### config.mk
export PLATFORM = sky130hd
export DESIGN_NAME = tbs_axis_map
export DESIGN_NICKNAME = d
export VERILOG_FILES = /design/src/hdl/assert_macros.svh /design/src/hdl/tbs_pkg.sv /design/src/hdl/tbs_axis_map.sv
export SDC_FILE = /design/constraint.sdc
export NUM_CORES = 1
export LEC_CHECK = 0
export ABC_AREA = 1
export BUFFER_PORTS_ARGS = -buffer_cell sky130_fd_sc_hd__buf_2
export CAP_MARGIN = 30
export CORE_UTILIZATION = 35
export DETAILED_ROUTE_END_ITERATION = 10
export GPL_ROUTABILITY_DRIVEN = 0
export PLACE_DENSITY = 0.74
export SLEW_MARGIN = 20
export SYNTH_ARGS = -nofsm -noshare
export SYNTH_HDL_FRONTEND = slang
export SYNTH_SLANG_ARGS = --single-unit
export TNS_END_PERCENT = 20
### constraint.sdc
create_clock -name vclk -period 3.1
set_input_delay 0.31 -clock vclk [all_inputs]
set_output_delay 0.31 -clock vclk [all_outputs]
set_load 0.05 [all_outputs]
### src/hdl/assert_macros.svh
// Assertion macros shared by the sampler RTL.
// Every macro samples on clk and is disabled while rst is high.
`ifndef ASSERT_MACROS_SVH
`define ASSERT_MACROS_SVH

// Same-cycle implication: when ante holds, cons must hold too.
`define ASSERT_IMPL(label, ante, cons, msg) \
  label: assert property (@(posedge clk) disable iff (rst) (ante) |-> (cons)) \
    else $error(msg);

// Next-cycle implication: when ante holds, cons must hold in the following cycle.
`define ASSERT_NEXT(label, ante, cons, msg) \
  label: assert property (@(posedge clk) disable iff (rst) (ante) |=> (cons)) \
    else $error(msg);

`endif

### src/hdl/tbs_pkg.sv
// Shared types and constants for the terrain bilinear sampler.
// No dependencies; used by tbs_axis_map and terrain_bilinear_sampler.
package tbs_pkg;

  localparam int DATA_W     = 32;  // heights, world coordinates, register data
  localparam int DIFF_W     = 33;  // signed difference of two Q24.8 values
  localparam int PROD_W     = 66;  // signed product of two DIFF_W operands
  localparam int PROD_FRAC  = 24;  // fraction bits of Q24.8 times Q16.16
  localparam int CNT_W      = 9;   // grid_cols, grid_rows and cell coordinates
  localparam int CELL_IDX_W = 16;
  localparam int CFG_IDX_W  = 3;

  localparam logic signed [DATA_W-1:0] INV_SPACING_RESET = 32'sd65536;
  localparam logic [DATA_W-1:0]        HEIGHT_BIAS       = 32'h8000_0000;

  localparam logic FUNC_WRITE = 1'b0;
  localparam logic FUNC_QUERY = 1'b1;

  typedef enum logic [1:0] {
    STATUS_OK      = 2'd0,
    STATUS_OUTSIDE = 2'd1,
    STATUS_INVALID = 2'd2,
    STATUS_BAD_CFG = 2'd3
  } status_t;

  typedef enum logic [CFG_IDX_W-1:0] {
    CFG_ORIGIN_X      = 3'd0,
    CFG_ORIGIN_Y      = 3'd1,
    CFG_INV_SPACING_X = 3'd2,
    CFG_INV_SPACING_Y = 3'd3,
    CFG_GRID_COLS     = 3'd4,
    CFG_GRID_ROWS     = 3'd5
  } cfg_idx_t;

endpackage

### src/hdl/tbs_axis_map.sv
// Splits one axis product (world offset times reciprocal spacing) into cell and fraction.
// Depends on tbs_pkg for the product and count widths.
module tbs_axis_map
  import tbs_pkg::*;
#(
  parameter int FRAC_BITS = 16
) (
  input  logic signed [PROD_W-1:0] prod,
  input  logic [CNT_W-1:0]         count,
  output logic                     outside,
  output logic [CNT_W-1:0]         coord,
  output logic [FRAC_BITS-1:0]     frac
);

  localparam int SHIFT = PROD_FRAC - FRAC_BITS;

  logic [PROD_W-1:0] grid_pos;
  logic [PROD_W-1:0] limit;

  // The position is only meaningful when the product is non-negative.
  assign grid_pos = $unsigned(prod) >> SHIFT;
  assign limit    = PROD_W'(count - CNT_W'(1)) << FRAC_BITS;
  assign outside  = prod[PROD_W-1] || (grid_pos > limit);
  assign coord    = grid_pos[FRAC_BITS +: CNT_W];
  assign frac     = grid_pos[FRAC_BITS-1:0];

endmodule

==> results of run 1 <==
[logic make-up (layout without fill, tap and decap cells)]
group                      Yosys count  count (layout)  share of synthesized area [%]
and+or+nand+nor                    101             101                           31.1
xor gates and xnor gates             6               6                           3.74
AOI/OAI and AO/OA                   23              23                           8.91
buffers and inverters               42             113                           17.9
adders and majority gates           43              43                           38.3
[Yosys cell counts (2+ instances only)]
cell / count / area share, %
ha_1: 43 / 38
inv_1: 17 / 4.5
o21ai_0: 4 / 1.4
xor2_1: 3 / 1.9
a21oi_1: 16 / 5.7
nand3_1: 10 / 3.6
nor3_1: 3 / 1.1
xnor2_1: 3 / 1.9
a21o_1: 2 / 1.1
nand2_1: 50 / 13
nand4_1: 4 / 1.8
buf_4: 25 / 13
nor2_1: 28 / 7.5
[power groups by stage]
stage	registers (mW)	logic (mW)	clock network, mW
6_report	0	0.232	0
5_1_grt	0	0.264	0
4_1_cts	0	0.234	0
3_5_place_dp	0	0.234	0
3_3_place_gp	0	0.229	0
2_1_floorplan	0	0.174	0
[final cells by class]
class | count | area share, %
tap | 48 | 3.37
multi-input combinational | 173 | 64.8
inverter | 17 | 3.58
timing repair buffer | 96 | 28.2
[worst max-delay path, delay by kind of cell]
kind,cells,cell delay [ns]
AO/OA/AOI/OAI,1,0.23
adder cells (fa/ha/maj),2,0.45
buffers and inverters,3,0.37
AND/OR/NAND/NOR,12,1.19
[through the flow]
stage                     power (mW)  util, %  cells
after floorplan                0.174        -    215
after global placement         0.229     47.5    334
after detailed placement       0.234     47.5    334
after CTS                      0.234     47.5    334
after global routing           0.264     47.6    334
final                          0.232     47.6    334
[what timing repair did]
item / 4_1_cts / 5_1_grt
hold buffers: 0 / 0
hold endpoints to repair: 0 / 0
setup endpoints to repair: 0 / 1
resized for setup: 0 / 3
buffers inserted: 0 / 0
[final timing paths]
kind / startpoint / endpoint
max: count[1] / outside
min: prod[17] / frac[9]
[layer usage]
layer	vias up	track usage (%)	routed length, um
met5	-	0	0
met4	0	0	0
met2	36	25.9	1410
met1	625	17.7	1420
met3	0	0.347	129
li1	841	-	-
==> results.sh, run 1 <==
export IMPL_drtPass1Iterations=3
export IMPL_synthesis_nets=333
export IMPL_row_count=22
export IMPL_wl_per_cell_um=8.84
export IMPL_num_vias=1502
export IMPL_nNetsFinal=406
export IMPL_mostFrequentLayoutCells="buf_2 (92), nand2_1 (50), ha_1 (43)"
export IMPL_start_util_pct=37.5
export IMPL_hpwl_um=2730
export IMPL_fmax_mhz=349
export IMPL_grt_max_degree=24
export IMPL_crit_path_frequent_cell="nand2_1"
export IMPL_mostFrequentLayoutCell="buf_2"
export IMPL_n_antenna_cell=0
export IMPL_holdWs_ns=0.922
export IMPL_power_frac_comb_pct=100.0
export IMPL_peakVddDrop_mv=0.0707
export IMPL_setup_slack_ns=0.237
export IMPL_drive_gt1_share_pct=36.0
export IMPL_startpoint_type="primary input"
export IMPL_pwr_share_seq_pct=0
export IMPL_synth_area_sq_um=1400
export IMPL_wl_um=2950
export IMPL_nFillCells=390
export IMPL_crit_slowest_cell="or3b_4"
export IMPL_dieArea_sq_um=4270
export IMPL_ys_types=20
export IMPL_p_switching_mw=0.143
export IMPL_syn_inst=215
export IMPL_crit_arrival_ns=2.55
export IMPL_endpoint_kind="primary output"
export IMPL_design_area_sq_um=1780
export IMPL_relSlewSlack_pct=83.1
export IMPL_track_usage_pct=13.6
export IMPL_ys_seq_area_share_pct=0
export IMPL_cp_max_fo=3
export IMPL_grt_pass1_vias=1308
export IMPL_hold_viol_final=0
export IMPL_worstMarginPinSlew_ns=0.256
export IMPL_p_int_mw=0.0891
export IMPL_fin_crit_ns=2.86
export IMPL_whs_path_depth=2
export IMPL_path_cells="buf_2, inv_1, ha_1, nand2_1, or3b_4, o22a_2, ha_1, nand2_1, nor2_2, nand3_1, nand3_1, nand2_1, nand2_1, nand2_1, nand3_1, nand2_1, nand2_1, buf_4"
export IMPL_run_status="complete, no violations"
export IMPL_seq_cells=0
export IMPL_die_w_um=65.3
export IMPL_place_ws_ns=0.151
export IMPL_dr_first_iter_drc_count=33
export IMPL_tns_ns=0
export IMPL_drv_cap=0
export IMPL_yosys_warnings=0
export IMPL_powerDensity_nw_per_um2=130
export IMPL_route_detailed_drc=0
export IMPL_netSwitchingFraction_pct=61.7
export IMPL_final_max_slew_viol_count=0
export IMPL_area_growth_pct=26.9
export IMPL_timing_final_crit_share_pct=92.4
export IMPL_final_clkbuf_count=0
export IMPL_grt_pass1_wl_um=4930
export IMPL_hold_path_class="primary input to primary output"
export IMPL_worstPathRequired_ns=2.79
export IMPL_drtAntennaViolNets=0
export IMPL_slowest_delay_ns=0.40
export IMPL_grt_ovfl_total=0
export IMPL_p_clk_share_pct=0
export IMPL_antenna_found_initial=0
export IMPL_path_class="primary input to primary output"
export IMPL_numPortBuffers=93
export IMPL_multi_input_area_sq_um=1150
export IMPL_seqCellArea_sq_um=0
export IMPL_via_per_inst=4.50
export IMPL_dpl_cell_area_sq_um=1780
export IMPL_core_sq_um=3740
export IMPL_die_h_um=65.3
export IMPL_ioPinCount=101
export IMPL_finalSetupViolCount=0
export IMPL_p_leak_nw=1.01
export IMPL_postSynthAreaPerCell_sq_um=6.53
No activity file was read; power rests on OpenSTA's default activity.
==> inputs of run 2 (changes only) <==
--- a/config.mk
+++ b/config.mk
@@ -11,6 +11,7 @@
 export CORE_UTILIZATION = 35
 export DETAILED_ROUTE_END_ITERATION = 10
 export GPL_ROUTABILITY_DRIVEN = 0
+export GPL_TIMING_DRIVEN = 0
 export PLACE_DENSITY = 0.74
 export SLEW_MARGIN = 20
 export SYNTH_ARGS = -nofsm -noshare
==> run 2 against run 1 <==
Against the previous run:
- fmax up 0.11%
- largest cell class unchanged
- die area did not move
- sequential share of layout area stayed put
- wire length grew 5.8%
- first-iteration DRC count is 15% higher
- largest power group unchanged
==> results.sh, run 2 (same netlist as run 1, synthesis figures left out) <==
export IMPL_run_status="complete, no violations"
export IMPL_num_vias=1591
export IMPL_nNetsFinal=428
export IMPL_via_per_inst=4.47
export IMPL_crit_path_frequent_cell="nand2_1"
export IMPL_drtAntennaViolNets=0
export IMPL_antenna_found_initial=0
export IMPL_startpoint="count[1]"
export IMPL_powerDensity_nw_per_um2=131
export IMPL_core_sq_um=3740
export IMPL_path_class="primary input to primary output"
export IMPL_wl_um=3130
export IMPL_slowest_delay_ns=0.40
export IMPL_crit_slowest_cell="or3b_4"
export IMPL_die_h_um=65.3
export IMPL_design_area_sq_um=1950
export IMPL_p_leak_nw=1.13
export IMPL_worstMarginPinSlew_ns=0.408
export IMPL_final_clkbuf_count=0
export IMPL_seq_cells=0
export IMPL_drive_gt1_share_pct=41.2
export IMPL_grt_ovfl_total=0
export IMPL_path_buf_inv=3
export IMPL_drtPass1Iterations=4
export IMPL_dr_first_iter_drc_count=38
export IMPL_route_detailed_drc=0
export IMPL_n_antenna_cell=0
export IMPL_setup_slack_ns=0.240
export IMPL_timing_final_crit_share_pct=92.3
export IMPL_grt_util_met1_pct=17.1
export IMPL_mostFrequentLayoutCells="buf_2 (92), nand2_1 (50), ha_1 (42)"
export IMPL_peakVddDrop_mv=0.0738
export IMPL_startpoint_type="primary input"
export IMPL_worstPathRequired_ns=2.79
export IMPL_hold_path_class="primary input to primary output"
export IMPL_grt_max_degree=37
export IMPL_crit_arrival_ns=2.55
export IMPL_fin_crit_ns=2.86
export IMPL_grt_busiest_layer="met2"
export IMPL_grt_use_met3_pct=0.174
export IMPL_dpl_cell_area_sq_um=1930
export IMPL_hold_viol_final=0
export IMPL_finalSetupViolCount=0
export IMPL_dieArea_sq_um=4270
export IMPL_relSlewSlack_pct=72.8
export IMPL_area_growth_pct=38.6
export IMPL_ioPinCount=101
export IMPL_die_w_um=65.3
export IMPL_endpoint_kind="primary output"
export IMPL_place_ws_ns=-0.0209
export IMPL_numPortBuffers=93
export IMPL_hpwl_um=2820
export IMPL_cp_max_fo=3
export IMPL_final_max_slew_viol_count=0
export IMPL_drv_cap=0
export IMPL_met2_usage_pct=27.7
export IMPL_track_usage_pct=13.8
export IMPL_rsz0062_at_grt="no"
export IMPL_mostFrequentLayoutCell="buf_2"
export IMPL_seqCellArea_sq_um=0
export IMPL_grt_pass1_wl_um=5030
export IMPL_fmax_mhz=350
export IMPL_cp_top_family="simple AND/OR/NAND/NOR gates"
export IMPL_min_from="prod[65]"
export IMPL_start_util_pct=37.5
export IMPL_path_cells="buf_2, inv_1, ha_2, nand2_1, or3b_4, o22a_2, ha_1, nand2_1, nor2_2, nand3_1, nand3_1, nand2_1, nand2_1, nand2_1, nand3_1, nand2_1, nand2_1, buf_6"
export IMPL_grt_pass1_vias=1329
export IMPL_row_count=22
export IMPL_wl_per_cell_um=8.78
## run 2: metrics by stage
stage               utilization (%)  setup TNS [ns]  cells  total power, mW  hold WS, ns
floorplan                         -               0    215            0.174        0.787
global placement               51.5               0    356            0.250         1.02
detailed placement             51.5         -0.0209    356            0.255         1.03
CTS                            51.7               0    356            0.256         1.03
global route                   52.0               0    356            0.287         1.02
finish                         52.0               0    356            0.256        0.989
## run 2: path summary, 6_finish.rpt
| kind | endpoint | cells after the start |
|---|---|---|
| worst max-delay path | outside | 18 |
| worst min-delay path | outside | 4 |
## run 2: layer usage
layer  share of wire [%]  wire, um  up-vias
met2                  51      1590       36
met3                 3.6       114        0
li1                    -         -      885
met1                  45      1420      670
met5                   0         0        -
met4                   0         0        0
## run 2: where the power goes
group,internal (mW),total [mW],switching [mW],leakage (nW)
Sequential,0,0,0,0
Combinational,0.108,0.256,0.148,1.13
Clock,0,0,0,0
Total,0.108,0.256,0.148,1.13
## run 2: final cells by class
type	instances	area [sq um]
plain buffers	25	188
fillers	404	1800
inverters	17	63.8
multi-input cells	173	1160
well taps	48	60.1
repair buffers	93	472
## run 2: timing repair
action / CTS / global route
endpoints found under the hold margin: 0 / 0
endpoints found under the setup margin: 1 / 1
resized for setup: 1 / 6
pin swaps: 0 / 0
hold buffers: 0 / 0
buffers inserted: 0 / 0
